**config.mk**
```make
export PLATFORM = sky130hd
export DESIGN_NAME = sync_framed_packet_deframer_core
export DESIGN_NICKNAME = d
export VERILOG_FILES = /design/src/sv/sfpd_pkg.sv /design/src/sv/sfpd_parser.sv /design/src/sv/sfpd_out_reg.sv /design/src/sv/sync_framed_packet_deframer_core.sv
export VERILOG_INCLUDE_DIRS = /design/src /design/src/sv
export SDC_FILE = /design/constraint.sdc
export NUM_CORES = 1
export LEC_CHECK = 0
export ABC_AREA = 1
export BUFFER_PORTS_ARGS = -buffer_cell sky130_fd_sc_hd__buf_2
export CAP_MARGIN = 25
export CORE_MARGIN = 2
export CORE_UTILIZATION = 59
export CTS_CLUSTER_SIZE = 8
export DETAILED_ROUTE_END_ITERATION = 10
export PLACE_DENSITY = 0.89
export SETUP_SLACK_MARGIN = 0.3
export SYNTH_ARGS = -nofsm -noshare
export SYNTH_HDL_FRONTEND = slang
export SYNTH_SLANG_ARGS = --single-unit
```
**constraint.sdc**
```tcl
create_clock -name clk -period 3.69 [get_ports clk]
set_input_delay 0.5535 -clock clk [delete_from_list [all_inputs] [get_ports clk]]
set_output_delay 0.5535 -clock clk [all_outputs]
set_load 0.01 [all_outputs]
```
**src/sv/assert_macros.svh**
```systemverilog
// assertion helpers shared by the rtl
// expects clk and arst_n in the scope of use
`ifndef ASSERT_MACROS_SVH
`define ASSERT_MACROS_SVH

// same-cycle implication
`define SFPD_ASSERT_NOW(label, ante, cons, msg) \
	label: assert property (@(posedge clk) disable iff (!arst_n) (ante) |-> (cons)) \
		else $error(msg);

// next-cycle implication
`define SFPD_ASSERT_NEXT(label, ante, cons, msg) \
	label: assert property (@(posedge clk) disable iff (!arst_n) (ante) |=> (cons)) \
		else $error(msg);

`endif

```
**src/sv/sfpd_pkg.sv**
```systemverilog
// types and constants of the framed packet deframer
// no dependencies
package sfpd_pkg;

	localparam int BYTE_W  = 8;
	localparam int TDATA_W = 40;

	localparam logic [BYTE_W-1:0] SYNC_FIRST_RST  = 8'd129;
	localparam logic [BYTE_W-1:0] SYNC_SECOND_RST = 8'd161;

	localparam logic CFG_SYNC_FIRST  = 1'b0;
	localparam logic CFG_SYNC_SECOND = 1'b1;

	localparam logic ITEM_PAYLOAD   = 1'b0;
	localparam logic ITEM_FRAME_END = 1'b1;

	typedef enum logic [2:0] {
		PH_HUNT = 3'd0,
		PH_ID   = 3'd1,
		PH_LEN  = 3'd2,
		PH_DATA = 3'd3,
		PH_CK0  = 3'd4,
		PH_CK1  = 3'd5
	} phase_t;

	typedef struct packed {
		logic              item_kind;
		logic [BYTE_W-1:0] message_id;
		logic [BYTE_W-1:0] byte_index;
		logic [BYTE_W-1:0] payload_byte;
		logic [BYTE_W-1:0] frame_length;
		logic              checksum_good;
	} result_t;

endpackage

```
**src/sv/sfpd_parser.sv**
```systemverilog
// frame parser: sync hunt, field sequencing and fletcher-style sums modulo 256
// depends on sfpd_pkg
module sfpd_parser (
	input  logic                    clk,
	input  logic                    arst_n,
	input  logic                    step,
	input  logic [7:0]              rx_byte,
	input  logic [7:0]              sync_first,
	input  logic [7:0]              sync_second,
	output logic                    emit,
	output sfpd_pkg::result_t       res
);
	import sfpd_pkg::*;

	phase_t            phase_q, phase_d;
	logic [BYTE_W-1:0] prior_q, prior_d;
	logic              prior_vld_q, prior_vld_d;
	logic [BYTE_W-1:0] id_q, id_d;
	logic [BYTE_W-1:0] size_q, size_d;
	logic [BYTE_W-1:0] seen_q, seen_d;
	logic [BYTE_W-1:0] c0_q, c0_d;
	logic [BYTE_W-1:0] c1_q, c1_d;
	logic [BYTE_W-1:0] ck0_q, ck0_d;
	logic [BYTE_W-1:0] seen_inc;
	logic [BYTE_W-1:0] c0_add;

	always_ff @(posedge clk or negedge arst_n) begin
		if (!arst_n) begin
			phase_q     <= PH_HUNT;
			prior_q     <= '0;
			prior_vld_q <= 1'b0;
			id_q        <= '0;
			size_q      <= '0;
			seen_q      <= '0;
			c0_q        <= '0;
			c1_q        <= '0;
			ck0_q       <= '0;
		end else if (step) begin
			phase_q     <= phase_d;
			prior_q     <= prior_d;
			prior_vld_q <= prior_vld_d;
			id_q        <= id_d;
			size_q      <= size_d;
			seen_q      <= seen_d;
			c0_q        <= c0_d;
			c1_q        <= c1_d;
			ck0_q       <= ck0_d;
		end
	end

	assign seen_inc = seen_q + 8'd1;
	assign c0_add   = c0_q + rx_byte;

	always_comb begin
		phase_d     = phase_q;
		prior_d     = prior_q;
		prior_vld_d = prior_vld_q;
		id_d        = id_q;
		size_d      = size_q;
		seen_d      = seen_q;
		c0_d        = c0_q;
		c1_d        = c1_q;
		ck0_d       = ck0_q;
		emit        = 1'b0;
		res.item_kind     = ITEM_PAYLOAD;
		res.message_id    = id_q;
		res.byte_index    = '0;
		res.payload_byte  = '0;
		res.frame_length  = size_q;
		res.checksum_good = 1'b0;
		case (phase_q)
			PH_ID: begin
				id_d    = rx_byte;
				c0_d    = rx_byte;
				c1_d    = rx_byte;
				phase_d = PH_LEN;
			end
			PH_LEN: begin
				size_d  = rx_byte;
				c0_d    = c0_add;
				c1_d    = c1_q + c0_add;
				seen_d  = '0;
				phase_d = (rx_byte == '0) ? PH_CK0 : PH_DATA;
			end
			PH_DATA: begin
				emit             = 1'b1;
				res.byte_index   = seen_q;
				res.payload_byte = rx_byte;
				c0_d             = c0_add;
				c1_d             = c1_q + c0_add;
				seen_d           = seen_inc;
				if (seen_inc == size_q) begin
					phase_d = PH_CK0;
				end
			end
			PH_CK0: begin
				ck0_d   = rx_byte;
				phase_d = PH_CK1;
			end
			PH_CK1: begin
				emit              = 1'b1;
				res.item_kind     = ITEM_FRAME_END;
				res.checksum_good = (c0_q == ck0_q) && (c1_q == rx_byte);
				phase_d           = PH_HUNT;
				prior_vld_d       = 1'b0;
				prior_d           = '0;
			end
			default: begin
				if (prior_vld_q && prior_q == sync_first && rx_byte == sync_second) begin
					phase_d     = PH_ID;
					prior_vld_d = 1'b0;
					prior_d     = '0;
				end else begin
					phase_d     = PH_HUNT;
					prior_d     = rx_byte;
					prior_vld_d = 1'b1;
				end
			end
		endcase
	end

endmodule

```
**src/sv/sfpd_out_reg.sv**
```systemverilog
// result register on the master side of the stream
// depends on sfpd_pkg
module sfpd_out_reg (
	input  logic                          clk,
	input  logic                          arst_n,
	input  logic                          load,
	input  sfpd_pkg::result_t             res,
	output logic                          free,
	output logic                          m_tvalid,
	input  logic                          m_tready,
	output logic [sfpd_pkg::TDATA_W-1:0]  m_tdata,
	output logic                          m_tuser
);
	import sfpd_pkg::*;

	logic    vld_q;
	result_t res_q;

	assign free = !vld_q || m_tready;

	always_ff @(posedge clk or negedge arst_n) begin
		if (!arst_n) begin
			vld_q <= 1'b0;
		end else if (free) begin
			vld_q <= load;
		end
	end

	always_ff @(posedge clk) begin
		if (free && load) begin
			res_q <= res;
		end
	end

	assign m_tvalid = vld_q;
	assign m_tuser  = res_q.item_kind;
	assign m_tdata  = {7'd0, res_q.checksum_good, res_q.frame_length,
		res_q.payload_byte, res_q.byte_index, res_q.message_id};

endmodule

```
**src/sv/sync_framed_packet_deframer_core.sv**
```systemverilog
// top level of the framed packet deframer: input register, sync registers,
// parser and result register; depends on sfpd_pkg, sfpd_parser, sfpd_out_reg
//
// channel   dir  signals                    contents
// s_        in   tvalid tready tdata[7:0]   rx_byte
// m_        out  tvalid tready tdata tuser  see port comments
// cfg_      in   we index data              0 sync_first, 1 sync_second
//
// one item per cycle sustained unless m_tready stalls the result register; an item is held in the
// input register and then reaches the result register, which takes it once it is free
// reset clears the parser to hunting and loads sync 0x81 0xa1
// a stalled result register holds the input register, which then drops tready
`include "assert_macros.svh"
module sync_framed_packet_deframer_core (
	input  logic                          clk,
	input  logic                          arst_n,
	input  logic                          s_tvalid,
	output logic                          s_tready,
	input  logic [7:0]                    s_tdata,   // rx_byte
	output logic                          m_tvalid,
	input  logic                          m_tready,
	// message_id, byte_index, payload_byte, frame_length, checksum_good, zero pad
	output logic [sfpd_pkg::TDATA_W-1:0]  m_tdata,
	output logic                          m_tuser,   // item_kind
	input  logic                          cfg_we,
	input  logic                          cfg_index,
	input  logic [7:0]                    cfg_data
);
	import sfpd_pkg::*;

	logic              vld_s1;
	logic [BYTE_W-1:0] byte_s1;
	logic [BYTE_W-1:0] sync_first_q;
	logic [BYTE_W-1:0] sync_second_q;
	logic              out_free;
	logic              advance;
	logic              emit;
	result_t           res;

	always_ff @(posedge clk or negedge arst_n) begin
		if (!arst_n) begin
			sync_first_q  <= SYNC_FIRST_RST;
			sync_second_q <= SYNC_SECOND_RST;
		end else if (cfg_we) begin
			case (cfg_index)
				CFG_SYNC_FIRST:  sync_first_q  <= cfg_data;
				CFG_SYNC_SECOND: sync_second_q <= cfg_data;
				default: ;
			endcase
		end
	end

	assign advance  = vld_s1 && out_free;
	assign s_tready = !vld_s1 || out_free;

	always_ff @(posedge clk or negedge arst_n) begin
		if (!arst_n) begin
			vld_s1 <= 1'b0;
		end else if (s_tready) begin
			vld_s1 <= s_tvalid;
		end
	end

	always_ff @(posedge clk) begin
		if (s_tready && s_tvalid) begin
			byte_s1 <= s_tdata;
		end
	end

	sfpd_parser u_parser (
		.clk         (clk),
		.arst_n      (arst_n),
		.step        (advance),
		.rx_byte     (byte_s1),
		.sync_first  (sync_first_q),
		.sync_second (sync_second_q),
		.emit        (emit),
		.res         (res)
	);

	sfpd_out_reg u_out (
		.clk      (clk),
		.arst_n   (arst_n),
		.load     (advance && emit),
		.res      (res),
		.free     (out_free),
		.m_tvalid (m_tvalid),
		.m_tready (m_tready),
		.m_tdata  (m_tdata),
		.m_tuser  (m_tuser)
	);

	`SFPD_ASSERT_NOW(a_end_fields_zero, m_tvalid && m_tuser == ITEM_FRAME_END, m_tdata[23:8] == 16'd0, "frame end item with index or data set")
	`SFPD_ASSERT_NOW(a_payload_no_good, m_tvalid && m_tuser == ITEM_PAYLOAD, !m_tdata[32], "payload item with checksum flag set")
	`SFPD_ASSERT_NOW(a_stall_blocks_in, vld_s1 && m_tvalid && !m_tready, !s_tready, "input taken while both stages are stalled")
	`SFPD_ASSERT_NEXT(a_emit_lands, advance && emit, m_tvalid, "emitted result lost")

endmodule

```
==> impl_metrics.xml, run 1 <==
<?xml version="1.0" encoding="UTF-8"?>
<metrics>
  <group name="die">
    <metric name="floorplan.initialDensity" unit="%">60.5</metric>
    <metric name="die_area" unit="mm2">0.0108</metric>
    <metric name="ioPinCount" unit="">65</metric>
    <metric name="rows" unit="">36</metric>
    <metric name="die_h" unit="um">104</metric>
    <metric name="coreArea" unit="mm2">0.00977</metric>
    <metric name="die-width" unit="um">104</metric>
  </group>
  <group name="logic_synthesis">
    <metric name="yosys_warnings" unit="">0</metric>
    <metric name="ys_dominant_reg_cell" unit="">dfrtp_1</metric>
    <metric name="post_synth_fa_ha_maj_area_fraction" unit="%">4.06</metric>
    <metric name="synth-seq-cells" unit="">120</metric>
    <metric name="synth_top_area_share" unit="%">30.9</metric>
    <metric name="post_synth_instance_area" unit="mm2">0.00591</metric>
    <metric name="ys_seq_area_share" unit="%">54.4</metric>
    <metric name="ys_top_cells_by_count" unit="">nand2_1, dfrtp_1, inv_1, nor2_1, nand3_1</metric>
    <metric name="synth.most_common_cell" unit="">nand2_1</metric>
    <metric name="synth_compound_gate_area_share" unit="%">10.4</metric>
    <metric name="yosys-top-cells-area" unit="">dfrtp_1, edfxtp_1, nand2_1</metric>
    <metric name="synth.avg_cell_area" unit="um2">9.07</metric>
    <metric name="synthMuxAreaShare" unit="%">0</metric>
    <metric name="synth_top_family_by_area" unit="">simple AND/OR/NAND/NOR gates</metric>
    <metric name="number_of_enable_type_register_cells_in_the_synthesized_netlist" unit="">42</metric>
    <metric name="netlist-cell-type-count" unit="">40</metric>
    <metric name="async_flop_share" unit="%">65.0</metric>
    <metric name="synthesis.instances" unit="">652</metric>
    <metric name="synth_simple_gate_area_share" unit="%">22.8</metric>
    <metric name="synthesized_area_fraction_occupied_by_xor_and_xnor_cells" unit="%">2.22</metric>
    <metric name="synthDominantAreaCellType" unit="">dfrtp_1</metric>
  </group>
  <group name="clocking">
    <metric name="cts_repair_resize_count" unit="">0</metric>
    <metric name="h_tree_levels" unit="">4</metric>
    <metric name="clock_pin_slew_on_the_worst_setup_and_hold_paths" unit="ps">60</metric>
    <metric name="clk_latency" unit="ps">520</metric>
    <metric name="clock_sinks" unit="">120</metric>
    <metric name="postCtsSetupRepairBufs" unit="">0</metric>
    <metric name="cts_tree" unit="">yes</metric>
    <metric name="cts_max_path_buffers" unit="">2</metric>
    <metric name="cts-buffers-inserted" unit="">17</metric>
    <metric name="post_cts_hold_buffer_count" unit="">0</metric>
    <metric name="clk_root_buffer_cell" unit="">clkbuf_8</metric>
  </group>
  <group name="power">
    <metric name="vdd_ir_drop_max" unit="mV">0.451</metric>
    <metric name="power_per_cell_area" unit="mW/mm2">880</metric>
    <metric name="power.leakage" unit="nW">3.18</metric>
  </group>
  <group name="place">
    <metric name="place_hpwl" unit="mm">9.62</metric>
    <metric name="gpl.final_weighted_congestion" unit="">0.922</metric>
    <metric name="io_buffers" unit="">57</metric>
    <metric name="preCtsSetupSlack" unit="ps">807</metric>
  </group>
  <group name="timing">
    <metric name="setup-violations-final" unit="">0</metric>
    <metric name="clock_skew" unit="ps">8.94</metric>
    <metric name="fmax" unit="MHz">340</metric>
    <metric name="final_hold_viol_count" unit="">0</metric>
    <metric name="finalWorstPathRequiredPeriod" unit="ps">2940</metric>
    <metric name="slew_headroom" unit="%">42.5</metric>
    <metric name="max_slew_violation_total_from_the_final_report" unit="">0</metric>
    <metric name="worst_slack" unit="ps">751</metric>
    <metric name="finalSetupTns" unit="ps">0</metric>
    <metric name="unrepaired_setup_endpoints_after_global_routing" unit="">no</metric>
    <metric name="worst_pin_slew" unit="ps">862</metric>
    <metric name="min_period_over_period" unit="%">79.7</metric>
  </group>
  <group name="grt">
    <metric name="grt_remaining_overflow" unit="">0</metric>
    <metric name="grt_max_degree" unit="">44</metric>
    <metric name="antenna_found_initial" unit="">0</metric>
    <metric name="grtUsageTotal" unit="%">28.6</metric>
    <metric name="vias_in_the_first_global_route" unit="">4926</metric>
    <metric name="grt_first_pass_wirelength" unit="mm">24.2</metric>
  </group>
  <group name="finish">
    <metric name="syn2layout_area_growth" unit="%">17.3</metric>
    <metric name="layout_cell_share_with_drive_strength_beyond_1" unit="%">19.1</metric>
    <metric name="layout.nets" unit="">760</metric>
    <metric name="num_antenna_cells" unit="">0</metric>
    <metric name="end_of_flow_core_utilization" unit="%">71.0</metric>
  </group>
  <group name="routing">
    <metric name="final_antenna_net_count" unit="">0</metric>
    <metric name="dr.pass1.iters" unit="">8</metric>
    <metric name="wirelength" unit="mm">14.6</metric>
    <metric name="route.detailed.drc" unit="">0</metric>
    <metric name="routed_via_density" unit="">5.80</metric>
    <metric name="vias" unit="">5020</metric>
    <metric name="drtIter0Drc" unit="">512</metric>
    <metric name="wl_per_cell" unit="um">16.9</metric>
  </group>
  <group name="status">
    <metric name="result_of_the_run" unit="">completed</metric>
  </group>
  <group name="setup_path">
    <metric name="worst_ep_required_time" unit="ps">4140</metric>
    <metric name="worst_path_most_repeated_cell" unit="">nand3_1</metric>
    <metric name="critical_path.n_buffers_inverters" unit="">2</metric>
    <metric name="worstPathMaxFanout" unit="">6</metric>
    <metric name="timing.critical_path.to_type" unit="">flop</metric>
    <metric name="worstSetupPathType" unit="">reg2reg</metric>
    <metric name="type_of_element_launching_the_critical_path" unit="">flop</metric>
    <metric name="cp_data_arrival_time" unit="ps">3390</metric>
    <metric name="critPathMaxStageDelay" unit="ps">460</metric>
    <metric name="crit_path_cell_chain" unit="">ha_1, fa_1, a31o_2, or2_2, nand2_1, inv_1, ha_1, nand2_1, nand2_1, nand3_1, nand3_1, inv_1, nand3_1, nand3_1, a21oi_1</metric>
    <metric name="cpLargestDelayFamily" unit="">adder cells</metric>
    <metric name="slowest_stage" unit="">edfxtp_1</metric>
  </group>
  <group name="flow_run">
    <metric name="drv.max_cap_violation_count" unit="">0</metric>
  </group>
  <group name="hold_path">
    <metric name="min-delay-path-class" unit="">in2async</metric>
  </group>
</metrics>
-- cells in the final DEF, fill, tap and decap left out, drive strengths merged, types with 7 or more instances in the layout --
cell type	n
a21oi	22
buf	59
clkbuf	17
conb	7
dfrtp	73
edfxtp	42
ha	16
inv	71
nand2	165
nand3	47
nor2	66
o21ai	60
or2	9
xor2	9
-- final timing paths --
| kind | from | to | slack [ps] | depth (start not counted) |
|---|---|---|---|---|
| worst max-delay path | byte_s1[0] | u_parser.c1_q[7] | 750 | 15 |
| worst min-delay path | arst_n | u_parser.seen_q[4] | 140 | 1 |
| worst max register to register | byte_s1[0] | u_parser.c1_q[7] | 750 | 15 |
| worst min register to register | u_parser.id_q[0] | u_out.m_tdata[0] | 450 | 0 |
| max in group asynchronous | arst_n | u_parser.c0_q[4] | 2820 | 2 |
| min in group clk | s_tdata[5] | byte_s1[5] | 200 | 1 |
-- layer usage --
metal  vias up  global-route usage, %  share of wire [%]
li1       2304                      -                  -
met1      2384                   36.1                 39
met2       285                   46.6                 51
met3        47                   6.89                7.9
met4         0                   13.3                2.8
met5         -                      0                  0
-- sequential cells by signal (all words and copies together), names as in the netlist, 8 cells and up --
signal            flops
u_out.m_tdata        33
byte_s1               8
sync_first_q          8
sync_second_q         8
u_parser.c0_q         8
u_parser.c1_q         8
u_parser.ck0_q        8
u_parser.id_q         8
u_parser.prior_q      8
u_parser.seen_q       8
u_parser.size_q       8
-- layout make-up --
class,count,area [um2]
fill,705,2840
clock inverter,15,201
sequential,120,3220
clock buffer,17,414
multi-input combinational,453,2370
tap,133,166
inverter,69,259
timing repair buffer,59,313
-- logic make-up after synthesis --
logic type	Yosys count
AND/OR/NAND/NOR	303
flip-flops	120
AO/OA/AOI/OAI	110
other	1
adder cells (fa/ha/maj)	18
buffers and inverters	85
XOR/XNOR	15
-- report_power, final --
group	total (mW)	switching, mW	leakage [nW]	internal, mW
logic	2.25	1.42	1.54	0.826
registers	2.12	0.353	1.35	1.77
clock network	1.73	0.633	0.294	1.10
-- through the flow --
stage	hold WS (ps)	cell area (um2)	total power, mW	instances
floorplan	258	5940	3.72	658
global placement	436	6320	4.14	834
detailed placement	434	6320	4.27	834
CTS	159	6940	6.05	866
global route	192	6940	6.47	866
finish	138	6940	6.11	866
No activity file was read; power rests on OpenSTA's default activity.
==> run 2: changes to the inputs <==
ABC_AREA = 0   (was 1)
clock period = 2.9 ns   (was 3.69 ns; I/O delays follow)
==> run 2 against run 1 <==
  * The flow now finishes with violations (negative setup slack)
  * Critical path depth is 2 lower
  * Flip-flop and latch count did not move
  * Routed wire length fell by 8.1%
  * Sequential power grew 48%
  * Worst hold slack got worse by 45 ps
==> impl_metrics.xml, run 2 <==
<?xml version="1.0" encoding="UTF-8"?>
<metrics>
  <group name="status">
    <metric name="result_of_the_run" unit="">finished, violations left</metric>
    <metric name="failed_checks" unit="">negative setup slack</metric>
  </group>
  <group name="die">
    <metric name="rows" unit="">36</metric>
    <metric name="floorplan.initialDensity" unit="%">60.5</metric>
    <metric name="die_area" unit="mm2">0.0108</metric>
    <metric name="die_h" unit="um">104</metric>
    <metric name="die-width" unit="um">104</metric>
    <metric name="coreArea" unit="mm2">0.00973</metric>
    <metric name="ioPinCount" unit="">65</metric>
  </group>
  <group name="timing">
    <metric name="worst_slack" unit="ps">-176</metric>
    <metric name="worst_pin_slew" unit="ps">747</metric>
    <metric name="max_slew_violation_total_from_the_final_report" unit="">0</metric>
    <metric name="slew_headroom" unit="%">50.1</metric>
    <metric name="finalWorstPathRequiredPeriod" unit="ps">3080</metric>
    <metric name="unrepaired_setup_endpoints_after_global_routing" unit="">yes</metric>
    <metric name="fmax" unit="MHz">325</metric>
    <metric name="clock_skew" unit="ps">11.5</metric>
    <metric name="finalSetupTns" unit="ps">-176</metric>
    <metric name="final_hold_viol_count" unit="">0</metric>
    <metric name="hold_ws" unit="ps">93.1</metric>
    <metric name="setup-violations-final" unit="">1</metric>
    <metric name="min_period_over_period" unit="%">106</metric>
  </group>
  <group name="logic_synthesis">
    <metric name="synth_top_area_share" unit="%">31.1</metric>
    <metric name="yosys-top-cells-area" unit="">dfrtp_1, edfxtp_1, mux2_2</metric>
    <metric name="yosys_warnings" unit="">0</metric>
    <metric name="post_synth_instance_area" unit="mm2">0.00588</metric>
    <metric name="ys_dominant_reg_cell" unit="">dfrtp_1</metric>
    <metric name="synth-seq-cells" unit="">120</metric>
    <metric name="async_flop_share" unit="%">65.0</metric>
    <metric name="synthesis.instances" unit="">488</metric>
    <metric name="ys_seq_area_share" unit="%">54.7</metric>
    <metric name="ys_top_cells_by_count" unit="">dfrtp_1, edfxtp_1, mux2_2, nand2_1, xnor2_1</metric>
    <metric name="number_of_enable_type_register_cells_in_the_synthesized_netlist" unit="">42</metric>
    <metric name="synth.most_common_cell" unit="">dfrtp_1</metric>
    <metric name="synth.avg_cell_area" unit="um2">12.1</metric>
    <metric name="netlist-cell-type-count" unit="">52</metric>
    <metric name="synthDominantAreaCellType" unit="">dfrtp_1</metric>
  </group>
  <group name="setup_path">
    <metric name="timing.rr.end" unit="">u_parser.c1_q[7]</metric>
    <metric name="slowest_stage" unit="">edfxtp_1</metric>
    <metric name="timing.critical_path.to_type" unit="">flop</metric>
    <metric name="crit_path_cell_chain" unit="">ha_4, fa_2, a21o_1, a21oi_2, o21bai_1, a21oi_1, xnor2_1, ha_1, a21oi_1, inv_1, and4_4, o2111ai_1, nor3b_2</metric>
    <metric name="ff2ff_path_depth" unit="">13</metric>
    <metric name="worstSetupPathType" unit="">reg2reg</metric>
    <metric name="rr_startpoint" unit="">byte_s1[0]</metric>
    <metric name="worst_ep_required_time" unit="ps">3330</metric>
    <metric name="type_of_element_launching_the_critical_path" unit="">flop</metric>
    <metric name="cp_data_arrival_time" unit="ps">3500</metric>
    <metric name="critPathMaxStageDelay" unit="ps">440</metric>
    <metric name="reg2reg_setup_slack" unit="ps">-180</metric>
    <metric name="worstPathMaxFanout" unit="">2</metric>
    <metric name="worst_path_most_repeated_cell" unit="">a21oi_1</metric>
  </group>
  <group name="finish">
    <metric name="largest_register_ffs" unit="">33</metric>
    <metric name="fin_cells" unit="">705</metric>
    <metric name="mostFrequentLayoutCells" unit="">dfrtp_1, buf_2, edfxtp_1</metric>
    <metric name="mostFrequentLayoutCell" unit="">dfrtp_1</metric>
    <metric name="layout.nets" unit="">599</metric>
    <metric name="num_antenna_cells" unit="">0</metric>
    <metric name="layout_cell_share_with_drive_strength_beyond_1" unit="%">31.1</metric>
    <metric name="syn2layout_area_growth" unit="%">19.6</metric>
  </group>
  <group name="hold_path">
    <metric name="hp-start" unit="">s_tdata[3]</metric>
    <metric name="hold_depth" unit="">1</metric>
    <metric name="min-delay-path-class" unit="">in2reg</metric>
    <metric name="min_to" unit="">byte_s1[3]</metric>
  </group>
  <group name="routing">
    <metric name="wirelength" unit="mm">13.5</metric>
    <metric name="final_antenna_net_count" unit="">0</metric>
    <metric name="routed_via_density" unit="">6.08</metric>
    <metric name="dr.pass1.iters" unit="">6</metric>
    <metric name="route.detailed.drc" unit="">0</metric>
    <metric name="vias" unit="">4284</metric>
    <metric name="drtIter0Drc" unit="">426</metric>
    <metric name="wl_per_cell" unit="um">19.1</metric>
  </group>
  <group name="place">
    <metric name="placed_cells_incl_taps" unit="">665</metric>
    <metric name="place_hpwl" unit="mm">8.40</metric>
    <metric name="gpl.final_weighted_congestion" unit="">0.953</metric>
    <metric name="io_buffers" unit="">57</metric>
  </group>
  <group name="grt">
    <metric name="grtUsageTotal" unit="%">25.4</metric>
    <metric name="antenna_found_initial" unit="">0</metric>
    <metric name="grt_max_degree" unit="">42</metric>
    <metric name="grt_remaining_overflow" unit="">0</metric>
    <metric name="grt_first_pass_wirelength" unit="mm">21.3</metric>
    <metric name="vias_in_the_first_global_route" unit="">4201</metric>
  </group>
  <group name="clocking">
    <metric name="cts_tree" unit="">yes</metric>
    <metric name="cts-buffers-inserted" unit="">17</metric>
    <metric name="clock_pin_slew_on_the_worst_setup_and_hold_paths" unit="ps">60</metric>
    <metric name="h_tree_levels" unit="">4</metric>
    <metric name="cts_max_path_buffers" unit="">2</metric>
    <metric name="clock_sinks" unit="">120</metric>
    <metric name="clk_root_buffer_cell" unit="">clkbuf_8</metric>
    <metric name="clk_latency" unit="ps">520</metric>
  </group>
  <group name="power">
    <metric name="power_per_cell_area" unit="mW/mm2">1330</metric>
    <metric name="total_power_of_the_final_layout" unit="mW">9.37</metric>
    <metric name="power.leakage" unit="nW">3.04</metric>
    <metric name="vdd_ir_drop_max" unit="mV">0.609</metric>
  </group>
  <group name="flow_run">
    <metric name="drv.max_cap_violation_count" unit="">0</metric>
  </group>
</metrics>
==> run 2: power by group <==
| group | internal (mW) | switching (mW) |
|---|---|---|
| logic | 1.99 | 2.27 |
| registers | 2.59 | 0.534 |
| clock network | 1.24 | 0.741 |
==> run 2: stage by stage <==
| step | utilization [%] | area, um2 | setup WS, ps |
|---|---|---|---|
| finish | 72.3 | 7030 | -176 |
| global route | 72.3 | 7030 | -298 |
| CTS | 71.4 | 6950 | -27.6 |
| detailed placement | 65.2 | 6340 | -76.8 |
| global placement | 65.2 | 6340 | 56.3 |
| floorplan | - | 5940 | 80.9 |
==> run 2: worst max path at each step <==
stage          cells past startpoint             start  slack (ps)               end
6_report                          13        byte_s1[0]        -180  u_parser.c1_q[7]
5_1_grt                           13        byte_s1[0]        -300  u_parser.c1_q[7]
4_1_cts                           12        byte_s1[0]         -30  u_parser.c1_q[7]
3_5_place_dp                      12        byte_s1[0]         -80  u_parser.c1_q[7]
3_3_place_gp                      13        byte_s1[0]          60  u_parser.c1_q[7]
2_1_floorplan                      9  u_parser.c0_q[0]          80  u_parser.c1_q[7]
==> run 2: repair_timing <==
item,CTS,global route
buffers inserted,3,4
hold buffers,1,0
resized for setup,2,15
hold endpoints to repair,20,0
pin swaps,4,12
endpoints found under the setup margin,2,4
==> run 2: final cells by class <==
type	instances	area, um2
clock buffers	20	435
clock inverters	12	128
fillers	640	2700
inverters	6	22.5
multi-input cells	332	2570
flip-flops and latches	120	3220
well taps	133	166
repair buffers	82	495
==> run 2: logic make-up (layout without fill, tap and decap cells) <==
family | count (synthesis) | after routing | share of synthesized area (%)
other cells | 1 | 7 | 0.0638
xor+xnor | 52 | 52 | 7.74
compound gates | 90 | 90 | 10.7
simple gates | 125 | 125 | 11.5
buf+inv | 42 | 120 | 3.62
flops | 120 | 120 | 54.7
mux | 40 | 40 | 7.62
fa+ha+maj | 18 | 18 | 4.08
==> run 2: worst max-delay path: cells and delay by family (launching register included) <==
kind	cells	cell delay [ps]
compound gates	6	970
fa+ha+maj	3	870
simple gates	2	410
xor+xnor	1	180
buf+inv	1	90
flops	1	440
==> run 2: metal layers <==
metal  wire [um]  vias up  track usage [%]  part of all wire, %
met2        6490      237             41.4                   48
met5           0        -                0                    0
met3         908       38             6.04                  6.7
li1            -     1908                -                    -
met4         371        0             9.94                  2.8
met1        5690     2101             33.1                   42
==> run 3: changes to the inputs <==
BUFFER_PORTS_ARGS = -buffer_cell sky130_fd_sc_hd__buf_4   (was -buffer_cell sky130_fd_sc_hd__buf_2)
==> run 3 against run 2 <==
  * The run still ends with negative setup slack left
  * Highest routed layer unchanged
  * Utilization increased by 3.3 points
  * First-iteration DRC count up 28%
  * Clock power increased by 15%
  * Routed wire length up 4.0%
  * Fmax grew 4.3%
==> impl_metrics.xml, run 3 (same netlist as run 2, synthesis figures left out) <==
<?xml version="1.0" encoding="UTF-8"?>
<metrics>
  <group name="timing">
    <metric name="worst_pin_slew" unit="ps">729</metric>
    <metric name="hold_ws" unit="ps">78.3</metric>
    <metric name="setup-violations-final" unit="">1</metric>
    <metric name="worst_slack" unit="ps">-49.2</metric>
    <metric name="fmax" unit="MHz">339</metric>
    <metric name="unrepaired_setup_endpoints_after_global_routing" unit="">yes</metric>
    <metric name="final_hold_viol_count" unit="">0</metric>
    <metric name="max_slew_violation_total_from_the_final_report" unit="">0</metric>
    <metric name="min_period_over_period" unit="%">102</metric>
    <metric name="finalWorstPathRequiredPeriod" unit="ps">2950</metric>
    <metric name="slew_headroom" unit="%">51.3</metric>
    <metric name="finalSetupTns" unit="ps">-49.2</metric>
    <metric name="clock_skew" unit="ps">13.9</metric>
  </group>
  <group name="clocking">
    <metric name="cts-buffers-inserted" unit="">17</metric>
    <metric name="h_tree_levels" unit="">4</metric>
    <metric name="clk_latency" unit="ps">530</metric>
    <metric name="cts_max_path_buffers" unit="">2</metric>
    <metric name="cts_tree" unit="">yes</metric>
    <metric name="clock_pin_slew_on_the_worst_setup_and_hold_paths" unit="ps">60</metric>
    <metric name="clock_sinks" unit="">120</metric>
    <metric name="clk_root_buffer_cell" unit="">clkbuf_8</metric>
  </group>
  <group name="finish">
    <metric name="filler_cell_count" unit="">559</metric>
    <metric name="fin_cells" unit="">714</metric>
    <metric name="layout_cell_share_with_drive_strength_beyond_1" unit="%">32.9</metric>
    <metric name="layout.nets" unit="">608</metric>
    <metric name="mostFrequentLayoutCell" unit="">buf_4</metric>
    <metric name="syn2layout_area_growth" unit="%">25.1</metric>
    <metric name="num_antenna_cells" unit="">0</metric>
    <metric name="largest_register_ffs" unit="">33</metric>
    <metric name="final_cell_area" unit="mm2">0.00736</metric>
    <metric name="mostFrequentLayoutCells" unit="">buf_4, dfrtp_1, edfxtp_1</metric>
  </group>
  <group name="status">
    <metric name="failed_checks" unit="">negative setup slack</metric>
    <metric name="result_of_the_run" unit="">finished, violations left</metric>
  </group>
  <group name="routing">
    <metric name="final_antenna_net_count" unit="">0</metric>
    <metric name="wirelength" unit="mm">14.0</metric>
    <metric name="drtIter0Drc" unit="">545</metric>
    <metric name="wl_per_cell" unit="um">19.6</metric>
    <metric name="routed_via_density" unit="">6.07</metric>
    <metric name="dr.pass1.iters" unit="">5</metric>
    <metric name="route.detailed.drc" unit="">0</metric>
    <metric name="vias" unit="">4331</metric>
  </group>
  <group name="grt">
    <metric name="antenna_found_initial" unit="">0</metric>
    <metric name="vias_in_the_first_global_route" unit="">4340</metric>
    <metric name="grt_max_degree" unit="">79</metric>
    <metric name="grt_first_pass_wirelength" unit="mm">22.2</metric>
    <metric name="grtUsageTotal" unit="%">26.5</metric>
    <metric name="grt_remaining_overflow" unit="">0</metric>
  </group>
  <group name="place">
    <metric name="placed_cells_incl_taps" unit="">664</metric>
    <metric name="placed_cell_area" unit="mm2">0.00647</metric>
    <metric name="io_buffers" unit="">57</metric>
    <metric name="place_hpwl" unit="mm">8.64</metric>
    <metric name="gpl.final_weighted_congestion" unit="">0.948</metric>
  </group>
  <group name="setup_path">
    <metric name="worstSetupPathType" unit="">reg2reg</metric>
    <metric name="worstPathMaxFanout" unit="">2</metric>
    <metric name="timing.critical_path.to_type" unit="">flop</metric>
    <metric name="timing.rr.end" unit="">u_parser.c1_q[7]</metric>
    <metric name="worst_ep_required_time" unit="ps">3310</metric>
    <metric name="type_of_element_launching_the_critical_path" unit="">flop</metric>
    <metric name="reg2reg_setup_slack" unit="ps">-50</metric>
    <metric name="rr_startpoint" unit="">byte_s1[0]</metric>
    <metric name="worstSetupEndpoint" unit="">u_parser.c1_q[7]</metric>
    <metric name="ff2ff_path_depth" unit="">9</metric>
    <metric name="cp_data_arrival_time" unit="ps">3350</metric>
    <metric name="crit_path_start" unit="">byte_s1[0]</metric>
  </group>
  <group name="hold_path">
    <metric name="hp-start" unit="">s_tdata[3]</metric>
    <metric name="min-delay-path-class" unit="">in2reg</metric>
  </group>
  <group name="die">
    <metric name="die-width" unit="um">104</metric>
    <metric name="die_area" unit="mm2">0.0108</metric>
    <metric name="ioPinCount" unit="">65</metric>
    <metric name="rows" unit="">36</metric>
    <metric name="floorplan.initialDensity" unit="%">60.5</metric>
    <metric name="coreArea" unit="mm2">0.00973</metric>
    <metric name="die_h" unit="um">104</metric>
  </group>
  <group name="power">
    <metric name="power_per_cell_area" unit="mW/mm2">1360</metric>
    <metric name="power.leakage" unit="nW">3.19</metric>
    <metric name="vdd_ir_drop_max" unit="mV">0.654</metric>
    <metric name="total_power_of_the_final_layout" unit="mW">10.0</metric>
  </group>
  <group name="flow_run">
    <metric name="drv.max_cap_violation_count" unit="">0</metric>
  </group>
</metrics>
-- run 3: changes by cell type in the layout (fill, tap and decap cells not counted), moves of 3 or more --
cell / delta
buf_4: +64
nor2_2: +3
buf_2: -57
bufinv_16: +3
-- run 3: area by class of cell --
type                            count  area, um2  share of cell area [%]
Clock buffer                       17        414                    5.63
Clock inverter                     15        223                    3.03
Inverter                            6       22.5                   0.306
Multi-Input combinational cell    332       2590                    35.2
Sequential cell                   120       3220                    43.8
Tap cell                          133        166                    2.26
Timing Repair Buffer               91        721                    9.80
-- run 3: routing by layer --
layer	wire, um	GRT usage [%]	share of wire [%]	vias to the layer above
li1	-	-	-	1922
met3	902	6.10	6.4	57
met1	5650	33.9	40	2129
met5	0	0	0	-
met2	6860	42.1	49	223
met4	588	14.6	4.2	0
-- run 3: power by group --
| part | switching, mW | total (mW) | internal [mW] |
|---|---|---|---|
| clock | 0.782 | 2.27 | 1.49 |
| combinational | 2.26 | 4.57 | 2.31 |
| sequential | 0.569 | 3.16 | 2.59 |
| total | 3.61 | 10.0 | 6.39 |
-- run 3: how the worst min path moves through the flow --
stage	end	slack, ps	cells past startpoint
2_1_floorplan	sync_first_q[1]	140	0
3_3_place_gp	u_out.m_tdata[3]	430	0
3_5_place_dp	u_out.m_tdata[1]	430	0
4_1_cts	byte_s1[3]	70	1
5_1_grt	byte_s1[3]	70	1
6_report	byte_s1[3]	80	1
-- run 3: what timing repair did --
action | CTS | global route
resized for setup | 8 | 14
gates cloned | 0 | 0
buffers inserted | 10 | 6
pin swaps | 15 | 22
endpoints found under the hold margin | 0 | 4
hold buffers | 0 | 1
setup endpoints to repair | 3 | 4
-- run 3: stage by stage --
stage / setup slack, ps / util (%)
floorplan: 80.9 / -
global placement: 44.9 / 66.5
detailed placement: -33.9 / 66.5
CTS: -40.1 / 74.1
global route: -148 / 75.6
finish: -49.2 / 75.6
-- run 3: worst max-delay path: stages (launching register included) --
cell,delay (ps)
edfxtp_1,430
ha_4,190
fa_2,560
ha_4,200
a21o_1,160
a211o_1,330
a2111o_1,460
a22oi_2,180
o2111ai_1,130
nor3b_2,170
